==> src/rtl/core/ir_mark_space_duration_capture_assert.svh <==
// assertion macros for the infrared mark/space capture block
`ifndef IR_MARK_SPACE_DURATION_CAPTURE_ASSERT_SVH
`define IR_MARK_SPACE_DURATION_CAPTURE_ASSERT_SVH

// same-cycle implication, checked outside reset
`define IRMSD_ASSERT_NOW(label, clk, rst_n, ante, cons) \
    label: assert property (@(posedge clk) disable iff (!rst_n) (ante) |-> (cons)) \
        else $error("irmsd same-cycle check failed");

// next-cycle implication, checked outside reset
`define IRMSD_ASSERT_NEXT(label, clk, rst_n, ante, cons) \
    label: assert property (@(posedge clk) disable iff (!rst_n) (ante) |=> (cons)) \
        else $error("irmsd next-cycle check failed");

`endif

==> src/rtl/core/irmsd_pkg.sv <==
// shared types and constants of the infrared mark/space capture block
package irmsd_pkg;

    localparam int TICK_W = 24;
    localparam int DUR_W  = 16;
    localparam int SLOT_W = 8;
    localparam int KIND_W = 3;
    localparam int CFG_W  = 24;

    localparam logic [KIND_W-1:0] KIND_MARK       = 3'd0;
    localparam logic [KIND_W-1:0] KIND_SPACE      = 3'd1;
    localparam logic [KIND_W-1:0] KIND_END_GAP    = 3'd2;
    localparam logic [KIND_W-1:0] KIND_NO_SIGNAL  = 3'd3;
    localparam logic [KIND_W-1:0] KIND_BUF_FULL   = 3'd4;

    localparam logic CFG_BEGIN_TIMEOUT = 1'b0;
    localparam logic CFG_END_TIMEOUT   = 1'b1;

    localparam logic [TICK_W-1:0] BEGIN_TIMEOUT_RST = 24'd100000;
    localparam logic [DUR_W-1:0]  END_TIMEOUT_RST   = 16'd700;

    typedef struct packed {
        logic cmd;
        logic ir_mark;
    } in_item_t;

    typedef struct packed {
        logic [DUR_W-1:0]  duration;
        logic [SLOT_W-1:0] slot;
        logic [KIND_W-1:0] kind;
    } res_t;

    typedef struct packed {
        logic [TICK_W-1:0] begin_timeout;
        logic [DUR_W-1:0]  end_timeout;
    } cfg_t;

endpackage

==> src/rtl/core/irmsd_if.sv <==
// item channel interfaces of the infrared mark/space capture block
interface irmsd_in_if;
    logic valid;
    logic ready;
    logic cmd;
    logic ir_mark;

    modport source (output valid, output cmd, output ir_mark, input ready);
    modport sink   (input valid, input cmd, input ir_mark, output ready);
endinterface

interface irmsd_out_if;
    logic        valid;
    logic        ready;
    logic [15:0] duration;
    logic [7:0]  slot;
    logic [2:0]  kind;

    modport source (output valid, output duration, output slot, output kind, input ready);
    modport sink   (input valid, input duration, input slot, input kind, output ready);
endinterface

==> src/rtl/core/ir_mark_space_duration_capture.sv <==
// top level of the infrared mark/space duration capture block
// an accepted item goes to the input register stage, its result to the result register
// throughput: one item per cycle unless a result is blocked, set by the state loop
// a stalled result register holds the input stage, which then holds the channel
// reset: asynchronous active low, phase idle, counts zero, timeouts at defaults
`include "ir_mark_space_duration_capture_assert.svh"

module ir_mark_space_duration_capture #(
    parameter int CAPTURE_LENGTH = 256
) (
    input  logic               clk,
    input  logic               rst_n,
    input  logic               cfg_we,
    input  logic               cfg_idx,
    input  logic [23:0]        cfg_wdata,
    irmsd_in_if.sink           in_ch,
    irmsd_out_if.source        out_ch
);
    import irmsd_pkg::*;

    // timeout registers
    cfg_t     cfg;

    // input register stage
    in_item_t in_item;
    in_item_t stage_item;
    logic     stage_vld;

    // step logic and result register
    logic     advance;
    logic     step_res_vld;
    res_t     step_res;
    res_t     out_res;
    logic     out_free;

    // helpers for the checks below
    logic     out_blocked;
    logic     full_shown;
    logic     full_fields_zero;

    assign in_item.cmd     = in_ch.cmd;
    assign in_item.ir_mark = in_ch.ir_mark;

    // the held item is processed once the result register has room,
    // whether or not it turns out to produce a result
    assign advance = stage_vld && out_free;

    irmsd_cfg_regs u_cfg (
        .clk       (clk),
        .rst_n     (rst_n),
        .cfg_we    (cfg_we),
        .cfg_idx   (cfg_idx),
        .cfg_wdata (cfg_wdata),
        .cfg       (cfg)
    );

    irmsd_in_stage u_in (
        .clk        (clk),
        .rst_n      (rst_n),
        .in_valid   (in_ch.valid),
        .in_item    (in_item),
        .advance    (advance),
        .in_ready   (in_ch.ready),
        .stage_vld  (stage_vld),
        .stage_item (stage_item)
    );

    irmsd_step #(
        .CAPTURE_LENGTH (CAPTURE_LENGTH)
    ) u_step (
        .clk     (clk),
        .rst_n   (rst_n),
        .cfg     (cfg),
        .fire    (advance),
        .item    (stage_item),
        .res_vld (step_res_vld),
        .res     (step_res)
    );

    // only items that produce a result land in the result register
    irmsd_out_stage u_out (
        .clk       (clk),
        .rst_n     (rst_n),
        .load      (advance && step_res_vld),
        .res       (step_res),
        .out_ready (out_ch.ready),
        .out_valid (out_ch.valid),
        .out_res   (out_res),
        .out_free  (out_free)
    );

    assign out_ch.duration = out_res.duration;
    assign out_ch.slot     = out_res.slot;
    assign out_ch.kind     = out_res.kind;

    assign out_blocked      = out_ch.valid && !out_ch.ready;
    assign full_shown       = out_ch.valid && (out_ch.kind == KIND_BUF_FULL);
    assign full_fields_zero = (out_ch.duration == 16'd0) && (out_ch.slot == 8'd0);

    // back-pressure reaches the input only through a blocked result
    `IRMSD_ASSERT_NOW(a_ready_only_blocked, clk, rst_n, !in_ch.ready, out_blocked)

    // a rearm item never yields a result
    `IRMSD_ASSERT_NOW(a_rearm_silent, clk, rst_n, advance && stage_item.cmd, !step_res_vld)

    // a buffer-full stop carries zero duration and slot
    `IRMSD_ASSERT_NOW(a_full_zero, clk, rst_n, full_shown, full_fields_zero)

    // a produced result is visible on the output the next cycle
    `IRMSD_ASSERT_NEXT(a_result_shown, clk, rst_n, advance && step_res_vld, out_ch.valid)
endmodule

==> src/rtl/core/irmsd_cfg_regs.sv <==
// timeout configuration registers
module irmsd_cfg_regs (
    input  logic                   clk,
    input  logic                   rst_n,
    input  logic                   cfg_we,
    input  logic                   cfg_idx,
    input  logic [23:0]            cfg_wdata,
    output irmsd_pkg::cfg_t        cfg
);
    import irmsd_pkg::*;

    logic [TICK_W-1:0] begin_to_reg;
    logic [DUR_W-1:0]  end_to_reg;

    always_ff @(posedge clk or negedge rst_n)
    begin
        if (!rst_n)
        begin
            begin_to_reg <= BEGIN_TIMEOUT_RST;
            end_to_reg   <= END_TIMEOUT_RST;
        end
        else if (cfg_we)
        begin
            unique case (cfg_idx)
                CFG_BEGIN_TIMEOUT: begin_to_reg <= cfg_wdata[TICK_W-1:0];
                CFG_END_TIMEOUT:   end_to_reg   <= cfg_wdata[DUR_W-1:0];
                default:           end_to_reg   <= end_to_reg;
            endcase
        end
    end

    assign cfg.begin_timeout = begin_to_reg;
    assign cfg.end_timeout   = end_to_reg;
endmodule

==> src/rtl/core/irmsd_in_stage.sv <==
// input register stage
module irmsd_in_stage (
    input  logic                  clk,
    input  logic                  rst_n,
    input  logic                  in_valid,
    input  irmsd_pkg::in_item_t   in_item,
    input  logic                  advance,
    output logic                  in_ready,
    output logic                  stage_vld,
    output irmsd_pkg::in_item_t   stage_item
);
    import irmsd_pkg::*;

    logic     vld_reg;
    in_item_t item_reg;

    // room when empty or when the held item moves on this cycle
    assign in_ready = !vld_reg || advance;

    always_ff @(posedge clk or negedge rst_n)
    begin
        if (!rst_n)
        begin
            vld_reg <= 1'b0;
        end
        else if (in_valid && in_ready)
        begin
            vld_reg <= 1'b1;
        end
        else if (advance)
        begin
            vld_reg <= 1'b0;
        end
    end

    always_ff @(posedge clk)
    begin
        if (in_valid && in_ready)
        begin
            item_reg <= in_item;
        end
    end

    assign stage_vld  = vld_reg;
    assign stage_item = item_reg;
endmodule

==> src/rtl/core/irmsd_step.sv <==
// capture state and per-tick update logic
module irmsd_step #(
    parameter int CAPTURE_LENGTH = 256
) (
    input  logic                  clk,
    input  logic                  rst_n,
    input  irmsd_pkg::cfg_t       cfg,
    input  logic                  fire,
    input  irmsd_pkg::in_item_t   item,
    output logic                  res_vld,
    output irmsd_pkg::res_t       res
);
    import irmsd_pkg::*;

    localparam int ENT_W = $clog2(CAPTURE_LENGTH + 1);
    localparam logic [ENT_W-1:0]  ENT_FULL = ENT_W'(CAPTURE_LENGTH);
    localparam logic [TICK_W-1:0] TICK_MAX = {TICK_W{1'b1}};

    localparam logic [1:0] PH_IDLE  = 2'd0;
    localparam logic [1:0] PH_MARK  = 2'd1;
    localparam logic [1:0] PH_SPACE = 2'd2;
    localparam logic [1:0] PH_STOP  = 2'd3;

    logic [1:0]        phase_reg, phase_next;
    logic [TICK_W-1:0] tick_reg, tick_next;
    logic [ENT_W-1:0]  entry_reg, entry_next;

    logic [TICK_W-1:0] tick_inc;
    logic [DUR_W-1:0]  dur_sat;
    logic [8:0]        entry_wide;
    logic              full;

    assign tick_inc   = (tick_reg == TICK_MAX) ? tick_reg : tick_reg + 24'd1;
    assign dur_sat    = (|tick_inc[TICK_W-1:DUR_W]) ? {DUR_W{1'b1}} : tick_inc[DUR_W-1:0];
    assign entry_wide = 9'(entry_reg);
    assign full       = (entry_reg >= ENT_FULL);

    always_comb
    begin
        phase_next   = phase_reg;
        tick_next    = tick_reg;
        entry_next   = entry_reg;
        res_vld      = 1'b0;
        res.duration = dur_sat;
        res.slot     = entry_wide[SLOT_W-1:0];
        res.kind     = KIND_MARK;

        if (item.cmd)
        begin
            // rearm keeps the tick count
            phase_next = PH_IDLE;
            entry_next = '0;
        end
        else
        begin
            tick_next = tick_inc;
            if (full)
            begin
                if (phase_reg != PH_STOP)
                begin
                    phase_next   = PH_STOP;
                    res_vld      = 1'b1;
                    res.duration = '0;
                    res.slot     = '0;
                    res.kind     = KIND_BUF_FULL;
                end
            end
            else
            begin
                unique case (phase_reg)
                    PH_IDLE:
                    begin
                        if (item.ir_mark)
                        begin
                            entry_next = '0;
                            tick_next  = '0;
                            phase_next = PH_MARK;
                        end
                        else if (tick_inc >= cfg.begin_timeout)
                        begin
                            res_vld    = 1'b1;
                            res.kind   = KIND_NO_SIGNAL;
                            tick_next  = '0;
                            phase_next = PH_STOP;
                        end
                    end
                    PH_MARK:
                    begin
                        if (!item.ir_mark)
                        begin
                            res_vld    = 1'b1;
                            res.kind   = KIND_MARK;
                            entry_next = entry_reg + 1'b1;
                            tick_next  = '0;
                            phase_next = PH_SPACE;
                        end
                    end
                    PH_SPACE:
                    begin
                        if (item.ir_mark)
                        begin
                            res_vld    = 1'b1;
                            res.kind   = KIND_SPACE;
                            entry_next = entry_reg + 1'b1;
                            tick_next  = '0;
                            phase_next = PH_MARK;
                        end
                        else if (tick_inc > TICK_W'(cfg.end_timeout))
                        begin
                            // ending gap keeps the tick count
                            res_vld    = 1'b1;
                            res.kind   = KIND_END_GAP;
                            entry_next = entry_reg + 1'b1;
                            phase_next = PH_STOP;
                        end
                    end
                    PH_STOP:
                    begin
                        phase_next = PH_STOP;
                    end
                    default:
                    begin
                        phase_next = PH_STOP;
                    end
                endcase
            end
        end
    end

    always_ff @(posedge clk or negedge rst_n)
    begin
        if (!rst_n)
        begin
            phase_reg <= PH_IDLE;
            tick_reg  <= '0;
            entry_reg <= '0;
        end
        else if (fire)
        begin
            phase_reg <= phase_next;
            tick_reg  <= tick_next;
            entry_reg <= entry_next;
        end
    end
endmodule

==> src/rtl/core/irmsd_out_stage.sv <==
// result register stage
module irmsd_out_stage (
    input  logic             clk,
    input  logic             rst_n,
    input  logic             load,
    input  irmsd_pkg::res_t  res,
    input  logic             out_ready,
    output logic             out_valid,
    output irmsd_pkg::res_t  out_res,
    output logic             out_free
);
    import irmsd_pkg::*;

    logic vld_reg;
    res_t res_reg;

    assign out_free = !vld_reg || out_ready;

    always_ff @(posedge clk or negedge rst_n)
    begin
        if (!rst_n)
        begin
            vld_reg <= 1'b0;
        end
        else if (load)
        begin
            vld_reg <= 1'b1;
        end
        else if (out_ready)
        begin
            vld_reg <= 1'b0;
        end
    end

    always_ff @(posedge clk)
    begin
        if (load)
        begin
            res_reg <= res;
        end
    end

    assign out_valid = vld_reg;
    assign out_res   = res_reg;
endmodule
==> src/flat_wrapper.sv <==
// flat-port wrapper written by rule: the top's interface ports become plain ports
module ir_mark_space_duration_capture_flat import irmsd_pkg::*;
#(
    parameter int CAPTURE_LENGTH = 256
)
  (clk, rst_n, cfg_we, cfg_idx, cfg_wdata, in_ch_valid, in_ch_cmd, in_ch_ir_mark, in_ch_ready, out_ch_valid, out_ch_duration, out_ch_slot, out_ch_kind, out_ch_ready);
  irmsd_in_if in_ch_i ();
  irmsd_out_if out_ch_i ();
  input  logic clk;
  input  logic rst_n;
  input  logic cfg_we;
  input  logic cfg_idx;
  input  logic [23:0] cfg_wdata;
  input wire logic [$bits(in_ch_i.valid)-1:0] in_ch_valid;
  input wire logic [$bits(in_ch_i.cmd)-1:0] in_ch_cmd;
  input wire logic [$bits(in_ch_i.ir_mark)-1:0] in_ch_ir_mark;
  output wire logic [$bits(in_ch_i.ready)-1:0] in_ch_ready;
  output wire logic [$bits(out_ch_i.valid)-1:0] out_ch_valid;
  output wire logic [$bits(out_ch_i.duration)-1:0] out_ch_duration;
  output wire logic [$bits(out_ch_i.slot)-1:0] out_ch_slot;
  output wire logic [$bits(out_ch_i.kind)-1:0] out_ch_kind;
  input wire logic [$bits(out_ch_i.ready)-1:0] out_ch_ready;
  assign in_ch_i.valid = in_ch_valid;
  assign in_ch_i.cmd = in_ch_cmd;
  assign in_ch_i.ir_mark = in_ch_ir_mark;
  assign in_ch_ready = in_ch_i.ready;
  assign out_ch_valid = out_ch_i.valid;
  assign out_ch_duration = out_ch_i.duration;
  assign out_ch_slot = out_ch_i.slot;
  assign out_ch_kind = out_ch_i.kind;
  assign out_ch_i.ready = out_ch_ready;
  ir_mark_space_duration_capture #(.CAPTURE_LENGTH(CAPTURE_LENGTH)) u_core (.clk(clk), .rst_n(rst_n), .cfg_we(cfg_we), .cfg_idx(cfg_idx), .cfg_wdata(cfg_wdata), .in_ch(in_ch_i), .out_ch(out_ch_i));
endmodule
==> config.mk <==
export PLATFORM = sky130hd
export DESIGN_NAME = ir_mark_space_duration_capture_flat
export DESIGN_NICKNAME = d
export VERILOG_FILES = /design/src/rtl/core/irmsd_pkg.sv /design/src/rtl/core/irmsd_if.sv /design/src/rtl/core/ir_mark_space_duration_capture.sv /design/src/rtl/core/irmsd_cfg_regs.sv /design/src/rtl/core/irmsd_in_stage.sv /design/src/rtl/core/irmsd_step.sv /design/src/rtl/core/irmsd_out_stage.sv /design/src/flat_wrapper.sv
export VERILOG_INCLUDE_DIRS = /design/src /design/src/rtl/core
export SDC_FILE = /design/constraint.sdc
export NUM_CORES = 1
export LEC_CHECK = 0
export BUFFER_PORTS_ARGS = -buffer_cell sky130_fd_sc_hd__buf_2
export CAP_MARGIN = 20
export CORE_MARGIN = 4
export CORE_UTILIZATION = 60
export CTS_CLUSTER_SIZE = 14
export DETAILED_ROUTE_END_ITERATION = 7
export PLACE_DENSITY = 0.86
export SYNTH_ARGS = -nofsm -noshare
export SYNTH_HDL_FRONTEND = slang
export SYNTH_SLANG_ARGS = --single-unit
==> constraint.sdc <==
create_clock -name clk -period 8.7 [get_ports clk]
set_input_delay 1.74 -clock clk [delete_from_list [all_inputs] [get_ports clk]]
set_output_delay 1.74 -clock clk [all_outputs]
set_load 0.02 [all_outputs]
### Word level (Yosys, flattened, before mapping)

Index checks and enable logic that the tools add are counted.

* input bits: 32
* flip-flop bits (word level): 106
* word-level logic and storage cells: 95

* equal/unequal tests: 13
* multiplexer cells: 46
* add/subtract/negate cells: 2
* reductions and logical operators: 17
* bitwise gates (word level): 2
* order comparisons: 3

Operators by type and width (count)
* 24-bit 2-to-1 mux: 7
* 24-bit one-hot mux with 3 select lines: 1
* 27-bit 2-to-1 mux: 2
* 9-bit 2-to-1 mux: 6
* 9-bit one-hot mux with 3 select lines: 1
* 24-bit by 1-bit adder with 24-bit output, second input constant: 1
* 24-bit == test, second input constant: 1
* 24-bit greater-or-equal comparator: 1
* 24-bit by 16-bit > comparator with 1-bit output: 1
* 2-bit 2-to-1 mux: 12
* 16-bit 2-to-1 mux: 1
* 1-bit 2-to-1 mux: 12
* 5-bit by 3-bit inequality test with 1-bit output, second input constant: 2
* 9-bit by 1-bit adder with 9-bit output, second input constant: 1
* 9-bit greater-or-equal comparator, second input constant: 1
* 2-bit one-hot mux with 4 select lines: 1
* 8-bit OR reduction: 1
* 3-bit by 1-bit inequality test with 1-bit output, second input constant: 2
* 2-bit AND reduction: 3
* 6-bit AND reduction: 1
* 5-bit AND reduction: 1
* 2-bit == test, second input constant: 2
* 4-bit by 2-bit inequality test with 1-bit output, second input constant: 1
* 4-bit by 3-bit inequality test with 1-bit output, second input constant: 1
* other kinds (14): 20

### Depth between registers and ports, before layout

Gate-level depths: netlist of the first run.

* word-level depth: 10
* depth in mapped cells: 19

### By module

A second synthesis of the first run with hierarchy kept.

* cells, all modules: 604
* area, all modules: 6336.1 sq um

By module, submodules not included
* irmsd_step: seq. area each 875.8 sq um, times used 1, cells each 480, area each 3744.8 sq um
* irmsd_cfg_regs: seq. area each 1016.0 sq um, times used 1, cells each 86, area each 1606.5 sq um
* irmsd_out_stage: seq. area each 835.8 sq um, times used 1, cells each 30, area each 858.3 sq um
* irmsd_in_stage: seq. area each 85.1 sq um, times used 1, cells each 6, area each 113.9 sq um
* ir_mark_space_duration_capture: seq. area each 0.0 sq um, times used 1, cells each 2, area each 12.5 sq um

### Worst setup path before layout of the first run

No wires, ideal clock.

* path type: flip-flop to flip-flop
* start point: register u_core.u_step.tick_reg[0]
* end point: register u_core.u_out.res_reg, in the netlist u_core.u_out.out_res[0], enable pin
* library setup time: 454 ps
* path slack: 2629 ps
* period minus slack after synthesis: 6071 ps
* arrival: 5617 ps
* stages on the path, launching flop included: 18
* data required time: 8246 ps
* cells stage by stage: dfrtp_1 ha_1 nand4_1 nor4_2 nand2_1 nand2_1 nor2_1 and4_2 xnor2_1 inv_1 ha_1 a21o_1 a21oi_1 o221ai_1 a21oi_1 a21oi_1 o31ai_1 a211oi_1

* longest elaborated chain between the ends: 9
* elaborated cells between the ends (all ways): 13
* those cells by class: add/sub: 1; order compare: 2; eq/ne: 1; mux: 8; reduce/logical: 1

RTL lines
* from (decl): line irmsd_step.sv:25 `logic [TICK_W-1:0] tick_reg, tick_next;`
* from (signal assigned): line irmsd_step.sv:141 `tick_reg <= tick_next;`
* 24-bit by 1-bit adder with 24-bit output / 24-bit == test (equally long branches): line irmsd_step.sv:33 `assign tick_inc = (tick_reg == TICK_MAX) ? tick_reg : tick_reg + 24'd1;`
* 24-bit 2-to-1 mux *: line irmsd_step.sv:33
* 24-bit by 16-bit > comparator with 1-bit output / 24-bit greater-or-equal comparator (equally long branches): line irmsd_step.sv:108, irmsd_step.sv:79
* 1-bit 2-to-1 mux, on equally long branches: line irmsd_step.sv:108, irmsd_step.sv:79
* 1-bit 2-to-1 mux, on equally long branches: line irmsd_step.sv:100, irmsd_step.sv:73
* 1-bit one-hot mux with 3 select lines *: line irmsd_step.sv:70 `unique case (phase_reg)`
* 1-bit 2-to-1 mux *: line irmsd_step.sv:57 `if (full)`
* 1-bit 2-to-1 mux *: line irmsd_step.sv:48 `if (item.cmd)`
* 1-bit logical AND *: line ir_mark_space_duration_capture.sv:84 `.load (advance && step_res_vld),`
* net u_core.u_out.load: line irmsd_out_stage.sv:5 `input logic load,`
* to (signal assigned): line irmsd_out_stage.sv:39 `res_reg <= res;`
* to (decl): line irmsd_out_stage.sv:15 `res_t res_reg;`

Mark *: on every way through the listed nets, which the timed path passes. The rest lies on a longest branch.
A chain may end at the register's enable or synchronous reset.

### Worst setup path in the final report of the first run

* start point: register u_core.u_step.tick_reg[0]
* end point: register u_core.u_step.tick_reg[2]

* longest elaborated chain between the ends: 7
* elaborated cells between the ends (all ways): 10
* those cells by class: add/sub: 1; order compare: 1; eq/ne: 1; mux: 7

RTL lines
* 24-bit by 1-bit adder with 24-bit output / 24-bit == test (equally long branches): line irmsd_step.sv:33
* 24-bit 2-to-1 mux *: line irmsd_step.sv:33
* 24-bit greater-or-equal comparator: line irmsd_step.sv:79 `else if (tick_inc >= cfg.begin_timeout)`
* 24-bit 2-to-1 mux: line irmsd_step.sv:79
* 24-bit 2-to-1 mux: line irmsd_step.sv:73 `if (item.ir_mark)`
* 24-bit one-hot mux with 3 select lines: line irmsd_step.sv:70
* 24-bit 2-to-1 mux *: line irmsd_step.sv:57

Mark *: on every way between the ends. The rest lies on a longest branch, timed or not.

==> run_results.csv, run 1 <==
group,metric,value,unit
floorplan,std_cell_rows,36,
power_and_ir_drop,cellLeakagePower,0.00309,uW
sta,maxSlewHeadroom,31.3,%
logic_synthesis,synth_top_cell_by_area,"dfrtp_1",
clock_network,cts_sinks,106,
route,dr.max_layer_used,"met4",
route,ant_nets,0,
floorplan,die_area,0.0117,sq mm
floorplan,dieWidth,108,um
logic_synthesis,synthArstFlopShare,72.6,%
route,drc,0,
power_and_ir_drop,p_comb_share,26.7,%
clock_network,worstSkewPairLatency,390,ps
worst_setup_path,slowest_delay,790,ps
logic_synthesis,synthesis.nets,685,
route,wl_met2,6370,um
global_routing,grt_pass1_vias,4681,
route,wl_per_cell,16.5,um
logic_synthesis,ys_ff_latch,106,
power_and_ir_drop,internal_power,828,uW
flow_run,max-cap-violations,0,
global_routing,grt_max_degree,78,
worst_setup_path,path_cells,"ha_1 > nand4_1 > nor4_2 > nand2_1 > nand2_1 > nor2_1 > and4_2 > xnor2_1 > inv_1 > ha_1 > a211oi_1 > o221ai_1 > a21o_1 > a221o_1 > a31o_2 > a21oi_1 > a31oi_1 > a31oi_1",
power_and_ir_drop,vdd_drop_max,0.000109,V
worst_setup_path,cp.required,9000,ps
sta,period_share,65.7,%
sta,hold_viol,0,
route,wl,13200,um
clock_network,cts_tree,"done",
sta,tightest_slew,1030,ps
clock_network,root_buffer,"clkbuf_8",
finish,largest_reg_flops,27,
worst_setup_path,reg2regPathDepth,18,
power_and_ir_drop,powerDensity,186,mW/mm^2
power_and_ir_drop,p_seq_share,49.1,%
clock_network,cts_buffers,9,
logic_synthesis,synthCells,605,
placed_design,place.gp.congestion,0.905,
power_and_ir_drop,p_clk_share,24.2,%
route,drtIter0Drc,302,
logic_synthesis,netlist_area,0.00603,sq mm
logic_synthesis,yosysWarnings,0,
logic_synthesis,synth_top_area_share,27.0,%
route,avgViaCountPerCell,5.89,
logic_synthesis,synth-main-ff-cell,"dfrtp_1",
worst_setup_path,worstSetupStartpointType,"register",
finish,diodes,0,
global_routing,grt_usage,23.6,%
finish,multi_input_area,0.00292,sq mm
placed_design,detailed_place_hpwl,9780,um
sta,drv_slew,0,
worst_setup_path,arrival,6020,ps
clock_network,cts.htree.levels,3,
logic_synthesis,post-synth-top-count-cell,"nand2_1",
clock_network,post_cts_buffers,0,
min_path,hold_depth,1,
finish,fin_nets,742,
route,vias,4709,
sta,rsz0062_at_grt,"no",
global_routing,grt_first_pass_wirelength,21700,um
power_and_ir_drop,power_switching,416,uW
clock_network,clk_path_buf_depth,2,
sta,fin_tns_setup,0,ps
sta,max_freq,0.175,GHz
logic_synthesis,synthTopCellsByCount,"67 x nand2_1, 66 x inv_1, 65 x dfrtp_1, 50 x o21ai_0, 48 x ha_1",
global_routing,antenna_found_initial,0,
power_and_ir_drop,switching_share,33.5,%
logic_synthesis,postSynthAreaPerCell,9.97,sq um
clock_network,ctsResizeCount,0,
route,drtPass1Iterations,5,
min_path,hold_class,"reg -> reg",
finish,post-route-util,68.3,%
sta,min_period,5710,ps
logic_synthesis,yosys-top-cells-area,"dfrtp_1 27%, edfxtp_1 14%, ha_1 10%",
floorplan,start_util,61.7,%
finish,seqCellArea,0.00281,sq mm
placed_design,portBuffers,60,
global_routing,gr-total-overflow,0,
worst_setup_path,worstSetupPathType,"reg -> reg",
floorplan,io_pins,61,
floorplan,die_h,108,um
worst_setup_path,cp.buffers_inverters,1,
clock_network,cts_hold_buf,0,
logic_synthesis,synthDistinctLibCells,60,
worst_setup_path,worst-path-max-fanout,12,
worst_setup_path,cp_top_family,"compound AO/OA/AOI/OAI gates",
logic_synthesis,synth_edf_count,29,
route,m1WireLength,5810,um
outcome,status,"finished, final reports clean",
worst_setup_path,crit_slowest_cell,"a21oi_1",
route,met3WireLength,762,um
logic_synthesis,synth_seq_area_share,46.6,%
floorplan,coreArea,0.00977,sq mm
finish,area_delta_synth_final,10.6,%
clock_network,clkTransAtPathRegs,100,ps
sta,fin_skew,15.1,ps
finish,num-fill-cells,769,
worst_setup_path,crit_cells,18,
sta,setup_violations,0,
worst_setup_path,end_kind,"register",
finish,drive_gt1_share,20.2,%
-- routing by layer --
metal / vias up / GRT usage, %
met5: - / 0
met4: 0 / 8.30
met3: 28 / 4.60
met2: 149 / 39.4
met1: 2264 / 30.8
li1: 2268 / -
-- power groups by stage --
stage / logic, uW / clock network, uW / registers [uW]
after floorplan: 219 / 0 / 629
after global placement: 313 / 0 / 616
after detailed placement: 328 / 0 / 621
after CTS: 331 / 305 / 611
after global routing: 370 / 324 / 618
final: 332 / 302 / 611
-- cells in the final DEF, fill, tap and decap left out, types with 12 or more instances in the layout --
| cell type | netlist | layout |
|---|---|---|
| edfxtp_1 | 29 | 29 |
| a21oi_1 | 35 | 35 |
| nand2_1 | 67 | 67 |
| nand4_1 | 12 | 12 |
| nor3_1 | 16 | 15 |
| nor2b_1 | 13 | 12 |
| inv_1 | 66 | 66 |
| dfrtp_1 | 65 | 65 |
| nor2_1 | 19 | 19 |
| buf_2 | 2 | 59 |
| o21ai_0 | 50 | 50 |
| ha_1 | 48 | 48 |
| xnor2_1 | 15 | 15 |
| mux2_2 | 19 | 19 |
| dfstp_2 | 12 | 12 |
-- through the flow --
| stage | power, uW | setup WS, ps | instances | cell area [sq um] | hold slack (ps) |
|---|---|---|---|---|---|
| 6_report | 1240 | 2990 | 800 | 6680 | 519 |
| 2_1_floorplan | 848 | 2630 | 605 | 6030 | 479 |
| 5_1_grt | 1310 | 2730 | 800 | 6680 | 543 |
| 3_5_place_dp | 949 | 3190 | 783 | 6480 | 494 |
| 3_3_place_gp | 930 | 3530 | 783 | 6480 | 491 |
| 4_1_cts | 1250 | 3110 | 799 | 6670 | 514 |
-- cells by family (layout without fill, tap and decap cells) --
family	after synthesis	count (layout)	synth area share [%]
multiplexers	21	21	3.88
flip-flops	106	106	46.6
buffers and inverters	84	146	5.27
AND/OR/NAND/NOR	178	178	15.8
XOR/XNOR	19	19	2.76
AO/OA/AOI/OAI	149	149	15.8
adder cells (fa/ha/maj)	48	48	9.95
-- final cells by class --
type	instances	area share [%]
clock buffer	11	2.29
clock inverter	5	0.600
inverter	66	3.71
multi-input combinational	415	43.8
sequential	106	42.1
tap	133	2.49
timing repair buffer	64	4.99
-- worst paths after layout --
path	startpoint	endpoint	slack, ps
setup / recovery	u_core.u_step.tick_reg[0]$_DFFE_PN0P_	u_core.u_step.tick_reg[2]$_DFFE_PN0P_	2990
hold / removal	u_core.u_cfg.end_to_reg[14]$_DFFE_PN0P_	u_core.u_cfg.end_to_reg[14]$_DFFE_PN0P_	520
setup reg to reg	u_core.u_step.tick_reg[0]$_DFFE_PN0P_	u_core.u_step.tick_reg[2]$_DFFE_PN0P_	2990
hold reg to reg	u_core.u_cfg.end_to_reg[14]$_DFFE_PN0P_	u_core.u_cfg.end_to_reg[14]$_DFFE_PN0P_	520
max in group asynchronous	rst_n	u_core.u_step.phase_reg[1]$_DFFE_PN0P_	6560
min in group asynchronous	rst_n	u_core.u_step.tick_reg[20]$_DFFE_PN0P_	1520
No activity file was read; power rests on OpenSTA's default activity.
==> inputs of run 2 (changes only) <==
Settings changed: CORE_UTILIZATION 60 to 54, PLACE_DENSITY 0.86 to 0.82.
Clock period 8.7 ns to 4.7 ns, I/O delays scaled along.
==> run 2 against run 1 <==
  * Non-clock buffer count increased by 20
  * Register-to-register slack got worse by 2700 ps
  * Clock skew decreased by 4.2 ps
  * Flip-flop and latch count unchanged
  * Cell count increased by 3.4%
  * Setup slack got worse by 2700 ps
  * Highest routed layer unchanged
==> run_results.csv, run 2 (same netlist as run 1, synthesis figures left out) <==
group,metric,value,unit
sta,period_share,93.7,%
worst_setup_path,reg2reg_slack,300,ps
clock_network,cts.htree.levels,3,
worst_setup_path,end_kind,"register",
worst_setup_path,arrival,4500,ps
finish,fin_nets,762,
placed_design,place.gp.congestion,0.971,
clock_network,worstSkewPairLatency,390,ps
finish,multi_input_area,0.00297,sq mm
floorplan,std_cell_rows,38,
clock_network,cts_tree,"done",
sta,max_freq,0.227,GHz
finish,num-fill-cells,904,
worst_setup_path,slowest_delay,550,ps
sta,tightest_slew,949,ps
worst_setup_path,worstSetupPathType,"reg -> reg",
sta,min_period,4400,ps
global_routing,grt_first_pass_wirelength,23500,um
clock_network,root_buffer,"clkbuf_8",
route,wl_per_cell,16.9,um
sta,hold_viol,0,
finish,seqCellArea,0.00281,sq mm
finish,drive_gt1_share,23.4,%
clock_network,cts_sinks,106,
clock_network,cts_buffers,9,
power_and_ir_drop,cellLeakagePower,0.00323,uW
floorplan,dieWidth,114,um
sta,holdWs,512,ps
floorplan,die_area,0.0129,sq mm
global_routing,antenna_found_initial,0,
worst_setup_path,crit_slowest_cell,"or4_4",
clock_network,clk_path_buf_depth,2,
worst_setup_path,cp.required,4800,ps
route,drtIter0Drc,316,
sta,fin_tns_setup,0,ps
floorplan,start_util,55.4,%
finish,final_cell_mix,"67 x nand2_1, 66 x inv_1, 65 x dfrtp_1",
worst_setup_path,worst-path-max-fanout,25,
clock_network,clkTransAtPathRegs,110,ps
finish,largest_reg_flops,27,
outcome,status,"finished, final reports clean",
floorplan,io_pins,61,
finish,final_common_cell,"nand2_1",
placed_design,detailed_place_hpwl,10600,um
route,wl,14000,um
global_routing,gr-total-overflow,0,
sta,rsz0062_at_grt,"no",
worst_setup_path,worstSetupStartpointType,"register",
route,avgViaCountPerCell,5.90,
worst_setup_path,cp_top_family,"simple AND/OR/NAND/NOR gates",
flow_run,max-cap-violations,0,
route,drc,0,
route,vias,4881,
route,ant_nets,0,
min_path,hold_class,"reg -> reg",
power_and_ir_drop,powerDensity,353,mW/mm^2
global_routing,grt_max_degree,54,
worst_setup_path,cp.buffers_inverters,3,
placed_design,portBuffers,60,
clock_network,cts_hold_buf,0,
floorplan,coreArea,0.0109,sq mm
route,drtPass1Iterations,5,
sta,maxSlewHeadroom,36.7,%
sta,setup_violations,0,
sta,fin_skew,10.9,ps
floorplan,die_h,114,um
global_routing,grt_usage,22.8,%
sta,drv_slew,0,
global_routing,grt_pass1_vias,4886,
worst_setup_path,path_cells,"ha_1 > nand4_1 > buf_4 > or4_4 > o41ai_1 > o41ai_1 > buf_4 > ha_1 > nand4_1 > nor3_1 > a31oi_2 > a32o_1 > a211oi_4 > buf_12",
finish,diodes,0,
finish,area_delta_synth_final,14.8,%
power_and_ir_drop,vdd_drop_max,0.000269,V
run 2: cell types whose count changed in the layout (fill, tap and decap cells not counted), sizes merged:
cell and change:
buf +20, bufinv +2, clkbuf -2
run 2: path summary, 6_finish.rpt:
path / depth (start not counted) / end / start
worst max-delay path: 14 / u_core.u_out.out_res[22]$_DFFE_PP_ / u_core.u_step.tick_reg[0]$_DFFE_PN0P_
worst min-delay path: 1 / u_core.u_cfg.end_to_reg[15]$_DFFE_PN0P_ / u_core.u_cfg.end_to_reg[15]$_DFFE_PN0P_
worst max register to register: 14 / u_core.u_out.out_res[22]$_DFFE_PP_ / u_core.u_step.tick_reg[0]$_DFFE_PN0P_
worst min register to register: 1 / u_core.u_cfg.end_to_reg[15]$_DFFE_PN0P_ / u_core.u_cfg.end_to_reg[15]$_DFFE_PN0P_
max in group asynchronous: 2 / u_core.u_step.entry_reg[1]$_DFFE_PN0P_ / rst_n
min in group asynchronous: 1 / u_core.u_cfg.begin_to_reg[21]$_DFFE_PN0P_ / rst_n
run 2: through the flow:
stage	total power [uW]	std cells	area, sq um	setup WS (ps)	util [%]
floorplan	1570	605	6060	59.2	-
global placement	1760	810	6650	421	61.1
global route	2580	827	6930	5.93	63.6
detailed placement	1790	810	6650	282	61.1
finish	2440	827	6930	298	63.6
CTS	2440	826	6890	249	63.2
run 2: layout make-up:
class,count,area share [%]
multi-input cells,415,42.8
flip-flops and latches,106,40.6
repair buffers,84,7.12
inverters,66,3.58
well taps,140,2.53
clock buffers,9,1.79
clock inverters,7,1.55
run 2: layer usage:
layer	vias to the layer above	wire, um	GRT usage (%)
met3	31	1080	5.04
li1	2306	-	-
met4	0	336	8.49
met2	195	6510	36.4
met5	-	0	0
met1	2349	6060	30.8
run 2: what timing repair did:
| action | CTS | global route |
|---|---|---|
| buffers inserted | 0 | 1 |
| gates resized for setup | 0 | 6 |
| setup endpoints to repair | 0 | 29 |
run 2: power by group:
| part | switching [uW] | leakage [uW] | total, uW | internal [uW] |
|---|---|---|---|---|
| combinational | 401 | 0.00187 | 657 | 256 |
| sequential | 63.6 | 0.00124 | 1130 | 1070 |
| clock | 343 | 0.000114 | 654 | 311 |
| total | 807 | 0.00323 | 2440 | 1630 |
